==> src/rtl/mlts_pkg.sv <==
// Shared types and constants of the micro-language token scanner.
package mlts_pkg;

  localparam int LINE_BITS = 16;
  localparam int LINE_W    = 16;
  localparam int KIND_W    = 5;

  localparam int QDEPTH = 4;
  localparam int QPTR_W = $clog2(QDEPTH);
  localparam int QCNT_W = $clog2(QDEPTH + 1);

  localparam logic [KIND_W-1:0] TK_MAIN   = 5'd0;
  localparam logic [KIND_W-1:0] TK_LCURL  = 5'd1;
  localparam logic [KIND_W-1:0] TK_RCURL  = 5'd2;
  localparam logic [KIND_W-1:0] TK_ASSIGN = 5'd3;
  localparam logic [KIND_W-1:0] TK_READ   = 5'd4;
  localparam logic [KIND_W-1:0] TK_WRITE  = 5'd5;
  localparam logic [KIND_W-1:0] TK_IF     = 5'd6;
  localparam logic [KIND_W-1:0] TK_ELSE   = 5'd7;
  localparam logic [KIND_W-1:0] TK_WHILE  = 5'd8;
  localparam logic [KIND_W-1:0] TK_PLUS   = 5'd9;
  localparam logic [KIND_W-1:0] TK_MINUS  = 5'd10;
  localparam logic [KIND_W-1:0] TK_MUL    = 5'd11;
  localparam logic [KIND_W-1:0] TK_DIV    = 5'd12;
  localparam logic [KIND_W-1:0] TK_LPAREN = 5'd13;
  localparam logic [KIND_W-1:0] TK_RPAREN = 5'd14;
  localparam logic [KIND_W-1:0] TK_LT     = 5'd15;
  localparam logic [KIND_W-1:0] TK_GT     = 5'd16;
  localparam logic [KIND_W-1:0] TK_EQUAL  = 5'd17;
  localparam logic [KIND_W-1:0] TK_LE     = 5'd18;
  localparam logic [KIND_W-1:0] TK_GE     = 5'd19;
  localparam logic [KIND_W-1:0] TK_NE     = 5'd20;
  localparam logic [KIND_W-1:0] TK_SEMI   = 5'd21;
  localparam logic [KIND_W-1:0] TK_COMMA  = 5'd22;
  localparam logic [KIND_W-1:0] TK_EOF    = 5'd23;
  localparam logic [KIND_W-1:0] TK_IDENT  = 5'd24;
  localparam logic [KIND_W-1:0] TK_INT    = 5'd25;
  localparam logic [KIND_W-1:0] TK_ERR    = 5'd26;

  // One queue entry: the one or two tokens that a single character produced.
  typedef struct packed {
    logic              two;
    logic [KIND_W-1:0] kind0;
    logic [KIND_W-1:0] kind1;
    logic [LINE_W-1:0] line;
  } mlts_entry_t;

  typedef struct packed {
    logic        valid;
    mlts_entry_t entry;
  } mlts_push_t;

endpackage

==> src/rtl/mlts_front.sv <==
// Front end: accepts characters, tracks the scan mode and forms token entries.
module mlts_front (
  input  logic                     clk_i,
  input  logic                     rst_ni,
  input  logic                     in_valid_i,
  output logic                     in_stall_o,
  input  logic [7:0]               char_code_i,
  input  logic                     end_of_file_i,
  input  logic                     full_i,
  output mlts_pkg::mlts_push_t     push_o
);

  localparam logic [3:0] MODE_IDLE    = 4'd0;
  localparam logic [3:0] MODE_WORD    = 4'd1;
  localparam logic [3:0] MODE_NUMBER  = 4'd2;
  localparam logic [3:0] MODE_GT      = 4'd3;
  localparam logic [3:0] MODE_LT      = 4'd4;
  localparam logic [3:0] MODE_BANG    = 4'd5;
  localparam logic [3:0] MODE_COLON   = 4'd6;
  localparam logic [3:0] MODE_SLASH   = 4'd7;
  localparam logic [3:0] MODE_COMMENT = 4'd8;

  localparam logic [7:0] CH_NL     = 8'h0A;
  localparam logic [7:0] CH_SPACE  = 8'h20;
  localparam logic [7:0] CH_BANG   = 8'h21;
  localparam logic [7:0] CH_LPAREN = 8'h28;
  localparam logic [7:0] CH_RPAREN = 8'h29;
  localparam logic [7:0] CH_STAR   = 8'h2A;
  localparam logic [7:0] CH_PLUS   = 8'h2B;
  localparam logic [7:0] CH_COMMA  = 8'h2C;
  localparam logic [7:0] CH_MINUS  = 8'h2D;
  localparam logic [7:0] CH_SLASH  = 8'h2F;
  localparam logic [7:0] CH_COLON  = 8'h3A;
  localparam logic [7:0] CH_SEMI   = 8'h3B;
  localparam logic [7:0] CH_LESS   = 8'h3C;
  localparam logic [7:0] CH_EQUAL  = 8'h3D;
  localparam logic [7:0] CH_GREAT  = 8'h3E;
  localparam logic [7:0] CH_UNDER  = 8'h5F;
  localparam logic [7:0] CH_LCURL  = 8'h7B;
  localparam logic [7:0] CH_RCURL  = 8'h7D;

  localparam int NKEY = 6;
  localparam logic [NKEY-1:0][2:0] KW_LEN =
    {3'd5, 3'd4, 3'd5, 3'd4, 3'd2, 3'd4};
  localparam logic [NKEY-1:0][mlts_pkg::KIND_W-1:0] KW_CODE =
    {mlts_pkg::TK_WRITE, mlts_pkg::TK_READ, mlts_pkg::TK_WHILE,
     mlts_pkg::TK_ELSE, mlts_pkg::TK_IF, mlts_pkg::TK_MAIN};
  localparam logic [mlts_pkg::LINE_BITS-1:0] LINE_MAX = '1;

  function automatic logic is_letter(logic [7:0] c);
    return (c >= "a" && c <= "z") || (c >= "A" && c <= "Z");
  endfunction

  function automatic logic is_digit(logic [7:0] c);
    return c >= "0" && c <= "9";
  endfunction

  function automatic logic is_space(logic [7:0] c);
    return c == CH_SPACE || (c >= 8'd9 && c <= 8'd13);
  endfunction

  // Character at position pos of keyword k; the strings are written last
  // character first, so that element 0 is the first character.
  function automatic logic [7:0] kw_char(int k, logic [2:0] pos);
    logic [7:0][7:0] t;
    t = '0;
    case (k)
      0:       t[3:0] = "niam";
      1:       t[1:0] = "fi";
      2:       t[3:0] = "esle";
      3:       t[4:0] = "elihw";
      4:       t[3:0] = "daer";
      default: t[4:0] = "etirw";
    endcase
    return t[pos];
  endfunction

  function automatic logic [NKEY-1:0] narrow(logic [NKEY-1:0] cand, logic [2:0] wlen,
                                             logic [7:0] c);
    logic [NKEY-1:0] keep;
    keep = '0;
    for (int k = 0; k < NKEY; k++) begin
      if (cand[k] && wlen < KW_LEN[k] && kw_char(k, wlen) == c) begin
        keep[k] = 1'b1;
      end
    end
    return keep;
  endfunction

  function automatic logic [mlts_pkg::KIND_W-1:0] word_kind(logic [NKEY-1:0] cand,
                                                           logic [2:0] wlen);
    logic [mlts_pkg::KIND_W-1:0] kind;
    kind = mlts_pkg::TK_IDENT;
    for (int k = NKEY - 1; k >= 0; k--) begin
      if (cand[k] && wlen == KW_LEN[k]) begin
        kind = KW_CODE[k];
      end
    end
    return kind;
  endfunction

  logic [3:0]                         mode_q, mode_d;
  logic [NKEY-1:0]                    cand_q, cand_d;
  logic [2:0]                         wlen_q, wlen_d;
  logic [mlts_pkg::LINE_BITS-1:0]     line_q, line_d;

  logic                               accept;
  logic [7:0]                         c;
  logic                               eof;
  logic                               eq;

  logic                               idle_emit;
  logic [mlts_pkg::KIND_W-1:0]        idle_kind;
  logic [3:0]                         idle_mode;
  logic                               idle_nl;
  logic                               idle_word;

  logic                               pre_emit;
  logic [mlts_pkg::KIND_W-1:0]        pre_kind;
  logic                               apply_idle;
  logic                               nl_count;

  assign c          = char_code_i;
  assign eof        = end_of_file_i;
  assign eq         = !eof && c == CH_EQUAL;
  assign accept     = in_valid_i && !full_i;
  assign in_stall_o = full_i;

  // Classification of a character scanned from the idle mode.
  always_comb begin
    idle_emit = 1'b0;
    idle_kind = mlts_pkg::TK_ERR;
    idle_mode = MODE_IDLE;
    idle_nl   = 1'b0;
    idle_word = 1'b0;
    if (eof) begin
      idle_emit = 1'b1;
      idle_kind = mlts_pkg::TK_EOF;
    end else if (is_space(c)) begin
      idle_nl = c == CH_NL;
    end else if (is_letter(c)) begin
      idle_word = 1'b1;
      idle_mode = MODE_WORD;
    end else if (is_digit(c)) begin
      idle_mode = MODE_NUMBER;
    end else begin
      unique case (c)
        CH_GREAT:  idle_mode = MODE_GT;
        CH_LESS:   idle_mode = MODE_LT;
        CH_BANG:   idle_mode = MODE_BANG;
        CH_COLON:  idle_mode = MODE_COLON;
        CH_SLASH:  idle_mode = MODE_SLASH;
        CH_LCURL:  begin idle_emit = 1'b1; idle_kind = mlts_pkg::TK_LCURL;  end
        CH_RCURL:  begin idle_emit = 1'b1; idle_kind = mlts_pkg::TK_RCURL;  end
        CH_LPAREN: begin idle_emit = 1'b1; idle_kind = mlts_pkg::TK_LPAREN; end
        CH_RPAREN: begin idle_emit = 1'b1; idle_kind = mlts_pkg::TK_RPAREN; end
        CH_COMMA:  begin idle_emit = 1'b1; idle_kind = mlts_pkg::TK_COMMA;  end
        CH_SEMI:   begin idle_emit = 1'b1; idle_kind = mlts_pkg::TK_SEMI;   end
        CH_STAR:   begin idle_emit = 1'b1; idle_kind = mlts_pkg::TK_MUL;    end
        CH_MINUS:  begin idle_emit = 1'b1; idle_kind = mlts_pkg::TK_MINUS;  end
        CH_PLUS:   begin idle_emit = 1'b1; idle_kind = mlts_pkg::TK_PLUS;   end
        default:   idle_emit = 1'b1;
      endcase
    end
  end

  // Mode handling: a token may be closed first, and then the same character
  // is scanned again from idle.
  always_comb begin
    mode_d     = mode_q;
    cand_d     = cand_q;
    wlen_d     = wlen_q;
    pre_emit   = 1'b0;
    pre_kind   = mlts_pkg::TK_ERR;
    apply_idle = 1'b0;
    nl_count   = 1'b0;

    unique case (mode_q) inside
      MODE_WORD: begin
        if (!eof && (is_letter(c) || is_digit(c) || c == CH_UNDER)) begin
          cand_d = narrow(cand_q, wlen_q, c);
          wlen_d = (wlen_q != 3'd7) ? wlen_q + 3'd1 : wlen_q;
        end else begin
          pre_emit   = 1'b1;
          pre_kind   = word_kind(cand_q, wlen_q);
          apply_idle = 1'b1;
        end
      end
      MODE_NUMBER: begin
        if (eof || !is_digit(c)) begin
          pre_emit   = 1'b1;
          pre_kind   = mlts_pkg::TK_INT;
          apply_idle = 1'b1;
        end
      end
      MODE_GT, MODE_LT, MODE_BANG, MODE_COLON: begin
        pre_emit = 1'b1;
        if (eq) begin
          mode_d = MODE_IDLE;
          case (mode_q)
            MODE_GT: pre_kind = mlts_pkg::TK_GE;
            MODE_LT: pre_kind = mlts_pkg::TK_LE;
            MODE_BANG: pre_kind = mlts_pkg::TK_NE;
            default: pre_kind = mlts_pkg::TK_ASSIGN;
          endcase
        end else begin
          apply_idle = 1'b1;
          case (mode_q)
            MODE_GT: pre_kind = mlts_pkg::TK_GT;
            MODE_LT: pre_kind = mlts_pkg::TK_LT;
            default: pre_kind = mlts_pkg::TK_ERR;
          endcase
        end
      end
      MODE_SLASH: begin
        if (!eof && c == CH_SLASH) begin
          mode_d = MODE_COMMENT;
        end else begin
          pre_emit   = 1'b1;
          pre_kind   = mlts_pkg::TK_DIV;
          apply_idle = 1'b1;
        end
      end
      MODE_COMMENT: begin
        if (eof) begin
          apply_idle = 1'b1;
        end else if (c == CH_NL) begin
          nl_count = 1'b1;
          mode_d   = MODE_IDLE;
        end
      end
      default: apply_idle = 1'b1;
    endcase

    if (apply_idle) begin
      mode_d = idle_mode;
      if (idle_word) begin
        cand_d = narrow('1, 3'd0, c);
        wlen_d = 3'd1;
      end
    end
  end

  always_comb begin
    line_d = line_q;
    if ((nl_count || (apply_idle && idle_nl)) && line_q != LINE_MAX) begin
      line_d = line_q + 1'b1;
    end
  end

  // Tokens are stamped with the line count before this character's update.
  always_comb begin
    push_o.entry.line = mlts_pkg::LINE_W'(line_q);
    if (pre_emit) begin
      push_o.valid       = accept;
      push_o.entry.kind0 = pre_kind;
      push_o.entry.kind1 = idle_kind;
      push_o.entry.two   = apply_idle && idle_emit;
    end else begin
      push_o.valid       = accept && apply_idle && idle_emit;
      push_o.entry.kind0 = idle_kind;
      push_o.entry.kind1 = idle_kind;
      push_o.entry.two   = 1'b0;
    end
  end

  always_ff @(posedge clk_i or negedge rst_ni) begin
    if (!rst_ni) begin
      mode_q <= MODE_IDLE;
      cand_q <= '0;
      wlen_q <= '0;
      line_q <= mlts_pkg::LINE_BITS'(1);
    end else if (accept) begin
      mode_q <= mode_d;
      cand_q <= cand_d;
      wlen_q <= wlen_d;
      line_q <= line_d;
    end
  end

endmodule

==> src/rtl/mlts_queue.sv <==
// Short queue of token entries between the front end and the output stage.
module mlts_queue (
  input  logic                  clk_i,
  input  logic                  rst_ni,
  input  mlts_pkg::mlts_push_t  push_i,
  output logic                  full_o,
  output logic                  valid_o,
  output mlts_pkg::mlts_entry_t entry_o,
  input  logic                  pop_i
);

  mlts_pkg::mlts_entry_t          mem_q [mlts_pkg::QDEPTH];
  logic [mlts_pkg::QPTR_W-1:0]    wr_ptr_q;
  logic [mlts_pkg::QPTR_W-1:0]    rd_ptr_q;
  logic [mlts_pkg::QCNT_W-1:0]    count_q;
  logic                           do_push;
  logic                           do_pop;

  assign full_o  = count_q == mlts_pkg::QCNT_W'(mlts_pkg::QDEPTH);
  assign valid_o = count_q != '0;
  assign entry_o = mem_q[rd_ptr_q];
  assign do_push = push_i.valid && !full_o;
  assign do_pop  = pop_i && valid_o;

  always_ff @(posedge clk_i) begin
    if (do_push) begin
      mem_q[wr_ptr_q] <= push_i.entry;
    end
  end

  always_ff @(posedge clk_i or negedge rst_ni) begin
    if (!rst_ni) begin
      wr_ptr_q <= '0;
      rd_ptr_q <= '0;
      count_q  <= '0;
    end else begin
      if (do_push) begin
        wr_ptr_q <= wr_ptr_q + 1'b1;
      end
      if (do_pop) begin
        rd_ptr_q <= rd_ptr_q + 1'b1;
      end
      if (do_push && !do_pop) begin
        count_q <= count_q + 1'b1;
      end else if (do_pop && !do_push) begin
        count_q <= count_q - 1'b1;
      end
    end
  end

endmodule

==> src/rtl/mlts_back.sv <==
// Output stage: holds one entry and hands out its tokens one word at a time.
module mlts_back (
  input  logic                          clk_i,
  input  logic                          rst_ni,
  input  logic                          q_valid_i,
  input  mlts_pkg::mlts_entry_t         q_entry_i,
  output logic                          pop_o,
  output logic                          out_valid_o,
  input  logic                          out_stall_i,
  output logic [mlts_pkg::KIND_W-1:0]   token_kind_o,
  output logic [mlts_pkg::LINE_W-1:0]   line_number_o,
  output logic                          last_of_run_o
);

  mlts_pkg::mlts_entry_t ent_q;
  logic                  busy_q;
  logic                  second_q;
  logic                  take;
  logic                  last;

  assign last          = second_q || !ent_q.two;
  assign take          = busy_q && !out_stall_i;
  assign pop_o         = q_valid_i && (!busy_q || (take && last));
  assign out_valid_o   = busy_q;
  assign token_kind_o  = second_q ? ent_q.kind1 : ent_q.kind0;
  assign line_number_o = ent_q.line;
  assign last_of_run_o = last;

  always_ff @(posedge clk_i) begin
    if (pop_o) begin
      ent_q <= q_entry_i;
    end
  end

  always_ff @(posedge clk_i or negedge rst_ni) begin
    if (!rst_ni) begin
      busy_q   <= 1'b0;
      second_q <= 1'b0;
    end else if (pop_o) begin
      busy_q   <= 1'b1;
      second_q <= 1'b0;
    end else if (take && last) begin
      busy_q   <= 1'b0;
      second_q <= 1'b0;
    end else if (take) begin
      second_q <= 1'b1;
    end
  end

endmodule

==> src/rtl/micro_language_token_scanner_core.sv <==
// Top level of the micro-language token scanner.
// The scanner takes one source character (or an end-of-file mark) per word and
// returns the tokens of a small language: keywords, identifiers, integers,
// operators and punctuation, each stamped with its line number, with comments
// and whitespace dropped. A character can close one token and start or form
// another, so it yields zero, one or two result words; last_of_run_o marks the
// final word from each character. The front end takes a character every cycle
// while its four-entry token queue has room, and the output stage delivers one
// result word per cycle while out_stall_i is low. With the output stage free, a
// token is written into the queue when the character completing it is taken
// and is loaded from there into the output stage's entry register, from which
// it is presented.
module micro_language_token_scanner_core (
  input  logic                          clk_i,
  input  logic                          rst_ni,
  input  logic                          in_valid_i,
  output logic                          in_stall_o,
  input  logic [7:0]                    char_code_i,
  input  logic                          end_of_file_i,
  output logic                          out_valid_o,
  input  logic                          out_stall_i,
  output logic [mlts_pkg::KIND_W-1:0]   token_kind_o,
  output logic [mlts_pkg::LINE_W-1:0]   line_number_o,
  output logic                          last_of_run_o
);

  mlts_pkg::mlts_push_t  push;
  mlts_pkg::mlts_entry_t head;
  logic                  q_full;
  logic                  q_valid;
  logic                  q_pop;

  mlts_front u_front (
    .clk_i         (clk_i),
    .rst_ni        (rst_ni),
    .in_valid_i    (in_valid_i),
    .in_stall_o    (in_stall_o),
    .char_code_i   (char_code_i),
    .end_of_file_i (end_of_file_i),
    .full_i        (q_full),
    .push_o        (push)
  );

  mlts_queue u_queue (
    .clk_i   (clk_i),
    .rst_ni  (rst_ni),
    .push_i  (push),
    .full_o  (q_full),
    .valid_o (q_valid),
    .entry_o (head),
    .pop_i   (q_pop)
  );

  mlts_back u_back (
    .clk_i         (clk_i),
    .rst_ni        (rst_ni),
    .q_valid_i     (q_valid),
    .q_entry_i     (head),
    .pop_o         (q_pop),
    .out_valid_o   (out_valid_o),
    .out_stall_i   (out_stall_i),
    .token_kind_o  (token_kind_o),
    .line_number_o (line_number_o),
    .last_of_run_o (last_of_run_o)
  );

endmodule

==> config.mk <==
export PLATFORM = sky130hd
export DESIGN_NAME = micro_language_token_scanner_core
export DESIGN_NICKNAME = d
export VERILOG_FILES = /design/src/rtl/mlts_pkg.sv /design/src/rtl/mlts_front.sv /design/src/rtl/mlts_queue.sv /design/src/rtl/mlts_back.sv /design/src/rtl/micro_language_token_scanner_core.sv
export SDC_FILE = /design/constraint.sdc
export NUM_CORES = 1
export LEC_CHECK = 0
export ABC_CLOCK_PERIOD_IN_PS = 4200
export BUFFER_PORTS_ARGS = -buffer_cell sky130_fd_sc_hd__clkbuf_2
export CORE_MARGIN = 2
export CORE_UTILIZATION = 60
export CTS_BUF_LIST = sky130_fd_sc_hd__clkbuf_2 sky130_fd_sc_hd__clkbuf_4 sky130_fd_sc_hd__clkbuf_8
export DETAILED_ROUTE_END_ITERATION = 8
export HOLD_SLACK_MARGIN = 0.06
export PLACE_DENSITY = 0.78
export SKIP_CTS_REPAIR_TIMING = 1
export SLEW_MARGIN = 30
export SYNTH_ARGS = -nofsm -noshare
export SYNTH_HDL_FRONTEND = slang
export SYNTH_SLANG_ARGS = --single-unit
==> constraint.sdc <==
create_clock -name clk_i -period 4.2 [get_ports clk_i]
set_clock_uncertainty 0.05 [all_clocks]
set_input_delay 0 -clock clk_i [delete_from_list [all_inputs] [get_ports clk_i]]
set_output_delay 0 -clock clk_i [all_outputs]
set_load 0.1 [all_outputs]
## After elaboration in Yosys (flattened, before gate mapping)

Memories as Yosys holds them, arrays and structs flattened. A register that Yosys moved wholly into a read port is not among the register bits.
Index checks and enable logic that the tools add are counted.

| storage, ports and cells | value |
|---|---|
| bits in registers | 38 |
| memory bits (writable) | 108 |
| bits of input ports | 13 |
| output and inout bits | 24 |
| logic and storage cells | 260 |
| memories kept | 1 |

Memories:

| name | words | bits a word | rd ports | clocked after Yosys merged registers in | write ports | line | source |
|---|---|---|---|---|---|---|---|
| u_queue.mem_q | 4 | 27 | 1 | 1 | 1 | mlts_queue.sv:12 | `mlts_pkg::mlts_entry_t mem_q [mlts_pkg::QDEPTH];` |

| cells by class | value |
|---|---|
| $add $sub $neg | 6 |
| magnitude comparators | 12 |
| equal/unequal tests | 48 |
| multiplexer cells | 121 |
| reduce and logical (&&, ||, !) cells | 63 |

Operators with widths:

| cell | number |
|---|---|
| 32-bit two-way mux | 6 |
| 40-bit two-way mux | 4 |
| 8-bit two-way mux | 20 |
| 8-bit binary-select mux with 3-bit select | 6 |
| 8-bit by 6-bit equality test with 1-bit output (second input constant) | 14 |
| 8-bit equality test | 12 |
| 5-bit two-way mux | 14 |
| 24-bit two-way mux | 2 |
| 5-bit case mux with 9 select lines | 1 |
| 1-bit logical AND | 38 |
| 1-bit two-way mux | 37 |
| 4-bit two-way mux | 9 |
| 16-bit two-way mux | 2 |
| 8-bit by 7-bit equality test with 1-bit output (second input constant) | 3 |
| 6-bit two-way mux | 4 |
| 3-bit two-way mux | 7 |
| 5-bit case mux with 4 select lines | 1 |
| 16-bit by 1-bit adder with 16-bit output (second input constant) | 1 |
| 4-bit by 3-bit equality test with 1-bit output (second input constant) | 4 |
| 8-bit by 7-bit greater-or-equal comparator with 1-bit output (second input constant) | 2 |
| 8-bit by 7-bit <= comparator with 1-bit output (second input constant) | 2 |
| 16-bit inequality test (second input constant) | 1 |
| 3-bit case mux with 5 select lines | 1 |
| 5-bit case mux with 3 select lines | 1 |
| 34 further kinds | 58 |

## Logic depth before layout (Yosys ltp)

| depth | value |
|---|---|
| depth after elaboration | 17 |
| gate-level depth with buffers | 14 |
| depth with buffers taken out | 12 |

## Cells and area by module

From an unflattened synthesis, not the netlist that was laid out.

| second synthesis, totals | value |
|---|---|
| cells, all modules | 617 |
| area total of the unflattened synthesis | 8464.4 µm² |

Modules (own cells, without submodules):

| module | times used | cells an instance | area each (µm²) | sequential area each (µm²) |
|---|---|---|---|---|
| mlts_queue | 1 | 176 | 4324.1 | 3418.3 |
| mlts_front | 1 | 381 | 3026.7 | 726.9 |
| mlts_back | 1 | 60 | 1113.6 | 860.8 |

## Worst setup path before layout

OpenSTA, ideal clock, no wires.

| path | value |
|---|---|
| kind | register -> register |
| from | reg u_queue.count_q[0] (netlist name) |
| to | reg u_queue.count_q[1] (netlist name) |
| setup time | 0.125 ns |
| data arrival time | 4.375 ns |
| data required time | 4.025 ns |
| setup slack | -0.350 ns |
| stages on the path, launching flop included | 9 |
| path buffers | 1 |
| clock period less this slack | 4.550 ns |
| path through | dfrtp_1 -> nor3b_1 -> nand2b_1 -> clkbuf_1 -> nor2_1 -> ha_1 -> inv_1 -> fa_1 -> mux2_2 |

| between the ends | value |
|---|---|
| longest elaborated chain between the ends | 10 |
| elaborated cells on any way between the ends | 19 |
| classes of those cells | 2 x add/sub; 1 x eq/ne; 3 x mux; 13 x reduce/logical |

RTL lines:

| item | line | source |
|---|---|---|
| start, declared | mlts_queue.sv:15 | `logic [mlts_pkg::QCNT_W-1:0] count_q;` |
| start signal, assigned | mlts_queue.sv:44 | `count_q <= count_q + 1'b1;` |
| start signal, assigned | mlts_queue.sv:46 | `count_q <= count_q - 1'b1;` |
| 3-bit equality test (*) | mlts_queue.sv:19 | `assign full_o = count_q == mlts_pkg::QCNT_W'(mlts_pkg::QDEPTH);` |
| net in_stall_o | micro_language_token_scanner_core.sv:17 | `output logic in_stall_o,` |
| 1-bit zero test (*) | mlts_front.sv:126, mlts_queue.sv:22 |  |
| 1-bit logical AND | mlts_front.sv:126 | `assign accept = in_valid_i && !full_i;` |
| 1-bit logical AND (2 in a row) | mlts_front.sv:260 | `push_o.valid = accept && apply_idle && idle_emit;` |
| 12-bit two-way mux | mlts_front.sv:254 | `if (pre_emit) begin` |
| 1-bit logical AND (*) | mlts_queue.sv:22 | `assign do_push = push_i.valid && !full_o;` |
| net u_queue.do_push | mlts_queue.sv:16 | `logic do_push;` |
| 1-bit zero test | mlts_queue.sv:45 | `end else if (do_pop && !do_push) begin` |
| 1-bit logical AND | mlts_queue.sv:45 |  |
| 2-bit nonzero test (no source line) | - |  |

The timed path passes the listed nets; every way through them passes the cells marked *. The select of a mux whose other input is x is not followed.
A chain may end at the register's enable or synchronous reset.

## Worst setup path in the final report

| path | value |
|---|---|
| from | reg u_front.mode_q[2] |
| to | reg u_queue.count_q[2] (netlist name) |

| between the ends | value |
|---|---|
| longest elaborated chain between the ends | 10 |
| elaborated cells on any way between the ends | 20 |
| classes of those cells | 8 x eq/ne; 4 x mux; 8 x reduce/logical |

RTL lines:

| item | line | source |
|---|---|---|
| start, declared | mlts_front.sv:102 | `logic [3:0] mode_q, mode_d;` |
| start signal, assigned | mlts_front.sv:274 | `mode_q <= mode_d;` |
| 4-bit by 3-bit equality test with 1-bit output (no source line) / 4-bit by 2-bit equality test with 1-bit output (equally long branches) | - |  |
| 4-bit OR reduction | mlts_front.sv:178 | `unique case (mode_q) inside` |
| 1-bit case mux with 5 select lines | mlts_front.sv:178 |  |
| 1-bit logical AND (2 in a row) | mlts_front.sv:260 |  |
| 12-bit two-way mux (*) | mlts_front.sv:254 |  |
| 1-bit logical AND (*) | mlts_queue.sv:22 |  |
| net u_queue.do_push | mlts_queue.sv:16 |  |
| 1-bit zero test | mlts_queue.sv:45 |  |
| 1-bit logical AND | mlts_queue.sv:45 |  |
| 2-bit nonzero test (no source line) | - |  |

The timed path passes the listed nets; every way through them passes the cells marked *.

==> impl_results.md <==
- Status: finished clean
- Int Pwr: 3460 µW
- Crit path launch: u_front.mode_q[2]
- Port Buf Inserts: 36
- Root Driver: clkbuf_8
- Max Root-Sink Buffers: 2
- Slew headroom: 31.8%
- RR Endpoint: u_queue.count_q[2]
- Final worst path period share: 82.1%
- Worst-Skew Late Latency: 0.47 ns
- WL final: 18600 µm
- Avg WL per Cell: 21.9 µm
- Post-DP HPWL: 12700 µm
- Hold/Removal Path Class: input pin to flip-flop
- Finished Cell Area: 0.00915 mm²
- Synth Area in XOR/XNOR: 3.40%
- Least-Margin Pin Slew: 1.02 ns
- Gr ovfl total: 0
- Register Area: 0.00501 mm²
- Gate Count Post-Synth: 642
- Core region area: 0.0139 mm²
- Synth top area cells: edfxtp_1 48%, dfrtp_1 11%, mux4_2 7.1%, nand2_1 2.1%, xor2_1 2.1%
- TritonCTS buffer count: 17
- Post-synth EDFFs: 135
- Ports: 37
- Fmax: 290 MHz
- Row Count: 43
- Critical Path Sink Type: flip-flop
- R2R Path Start: u_front.mode_q[2]
- Most common cell in the netlist: edfxtp_1
- Unrepaired setup endpoints after global routing: false
- R2R Setup Slk: 0.75 ns
- ANT nets after route: 0
- Leak pwr: 0.00323 µW
- Diode count: 0
- Num Clock Sinks: 173
- Met2 wirelength from detailed routing: slightly above 9000 µm
- Net Sw Frac: 40.2%
- Final Max Tran Viols: 0
- Multi-input combinational cell area: 0.00315 mm²
- Flops & latches, synth: 173
- Yosys top cell by area: edfxtp_1
- Startpoint Class: flip-flop
- # setup viols final: 0
- Worst EP required: between 4 and 5 ns
- Synth Area in Simple Gates: 12.8%
- Switch Pwr: 2330 µW
- Cell Area, Synth: 0.00851 mm²
- Synth Area per Inst: 13.3 µm²
- Via density: about 6.4
- End of the critical path: u_queue.count_q[2]
- Initial Util: 61.3%
- Power Dens Cells: 633 mW/mm²
- Main combinational cell family by area after synthesis: simple AND/OR/NAND/NOR gates
- First-pass GRT wire length: 29600 µm
- Die Y-Extent: 123 µm
- Worst IR drop on VDD: 370 µV
- Met1 WL: 7960 µm
- Critical Path AT: 3.79 ns
- Main synth FF type: edfxtp_1
- Largest net degree at the start of global routing: 39
- CTS HTree Levels: 4
- Critical path type: flip-flop to flip-flop
- GRT Total Usage: 26.5%
- Met3 wire len: 1040 µm
- Gpl congestion: 0.897
- Layout cells sized above 1: 20.7%
- Final Hold Violating Endpoints: 0
- Complex-gate fraction of the synthesized area: 9.85%
- DR pass1 iterations: 7
- Placed cell area: 0.00873 mm²
- Combinational share of power: 37.3%
- Setup TNS: 0 ns
- Post-Synth Adder-Cell Area: 2.12%
- Die area: 0.0152 mm²
- Top layer in use: met4
- Max cap viols: 0
- Worst-path maximum fanout: 15
- Total Nets Final: 684
- Final min period: 3.45 ns
- Synth cell count leaders: 135 x edfxtp_1, 47 x nand2_1, 37 x dfrtp_1
- Area share of the leading cell type in the synthesized netlist: 47.6%
- Vias in the first global route: 5428
- Post-Syn Nets: 668
- Post-synthesis sequential area ratio: 58.8%
- Library cells used by synthesis: 83
- DR vias: 5472
- Mux share of post-synthesis cell area: 8.67%
- Register share of total power: 43.2%
- Clock share of power: 19.5%
- Initial DRC count: around 510
- Reg clk slew, reported paths: 0.09 ns
- Initial antenna violation count: 0
- Cells on worst reg2reg path: 11
- Synth warn: 0
- Fill cells: between 900 and 1000
- TritonCTS clock tree: built
- Synth-to-Final Area Change: 7.45%
- DRC viols: 0
- Die W: ~120 µm
- Synth async-reset ratio: approximately 22%
state kept, by name, summed over array words and instances (netlist names):
register,count
u_front.cand_q,6
u_back.out_valid_o,1
u_queue.mem_q,108
u_back.ent_q,11
u_queue.count_q,3
u_queue.wr_ptr_q,2
u_front.line_q,16
u_back.second_q,1
u_queue.rd_ptr_q,2
u_front.wlen_q,3
u_back.line_number_o,16
u_front.mode_q,4
layout by cell type, fill, tap and decap left out, drive strengths merged, types with 3 or more instances in the layout:
cell type    Yosys  routed
and3             6       6
o211ai           6       6
nor4b            5       5
a211oi           7       7
nand2b           7       7
mux2i            4       4
nor3            20      20
o22ai            5       5
clkbuf          17      55
a21oi           16      16
xor2            20      20
ha              12      12
nor4             4       4
buf             36      11
a311oi           3       3
clkinvlp         0       3
dfrtp           37      37
a21o             4       4
or3              6       6
mux2             8       8
o21a             5       5
clkinv           0       5
or2              3       3
inv             22      25
nor3b            3       3
nand2           47      47
xnor2           13      13
nor2b           13      13
nand4           12      12
a31o             3       3
or4              5       5
a31oi            8       8
dlygate4sd3      0       3
nand3           17      17
nor2            35      35
mux4            27      27
o21ai           20      20
edfxtp         135     135
and2             3       3
how the worst min path moves through the flow:
stage                                    end  depth (start not counted)  slack (ns)            from
after floorplan           u_back.out_valid_o                          0       -0.35          rst_ni
after global placement     u_front.line_q[4]                          2        0.04          rst_ni
after detailed placement   u_front.line_q[4]                          2        0.05          rst_ni
after CTS                  u_front.line_q[8]                          2       -0.46          rst_ni
after global routing       u_front.line_q[7]                          3        0.11          rst_ni
final                      u_front.cand_q[0]                          5        0.07  char_code_i[5]
layer usage:
layer  global-route usage [%]  vias up
li1                         -     2481
met1                     36.3     2769
met2                     42.5      192
met3                     6.13       30
met4                     8.31        0
met5                        0        -
metrics by stage:
| stage | total power [µW] | instances | hold slack (ns) | setup WS (ns) | util (%) |
|---|---|---|---|---|---|
| after floorplan | 4340 | 642 | -0.346 | 0.738 | - |
| after global placement | 4650 | 816 | 0.0437 | 0.840 | 62.9 |
| after detailed placement | 4730 | 816 | 0.0515 | 0.722 | 62.9 |
| after CTS | 5840 | 848 | -0.462 | 0.750 | 65.7 |
| after global routing | 6060 | 851 | 0.110 | 0.497 | 65.9 |
| final | 5790 | 851 | 0.0733 | 0.750 | 65.9 |
cells by family after synthesis:
kind of cell / count (synthesis)
compound gates: 112
buf+inv: 75
xor+xnor: 33
flops: 173
mux: 39
simple gates: 196
fa+ha+maj: 14
critical path: stages (launching register included):
cell     delay (ns)
dfrtp_1        0.53
or4b_1         0.67
o31ai_2        0.40
or3_1          0.35
a21oi_2        0.13
nor2_1         0.12
ha_1           0.20
inv_1          0.07
fa_1           0.44
xor2_1         0.15
nor2_1         0.11
xor2_1         0.16
final cells by class:
cell class	count	share of cell area, %
inverters	22	0.903
clock inverters	13	1.52
flip-flops and latches	173	54.8
multi-input cells	394	34.4
well taps	180	2.46
clock buffers	19	2.72
repair buffers	50	3.20
power by group through the flow:
stage                     Combinational (µW)  Clock (µW)  Sequential, µW
after global placement                  2130           0            2520
after CTS                               2180        1150            2510
final                                   2160        1130            2500
after detailed placement                2180           0            2550
after floorplan                         1890           0            2450
after global routing                    2300        1210            2550
No activity file was read; power rests on OpenSTA's default activity.
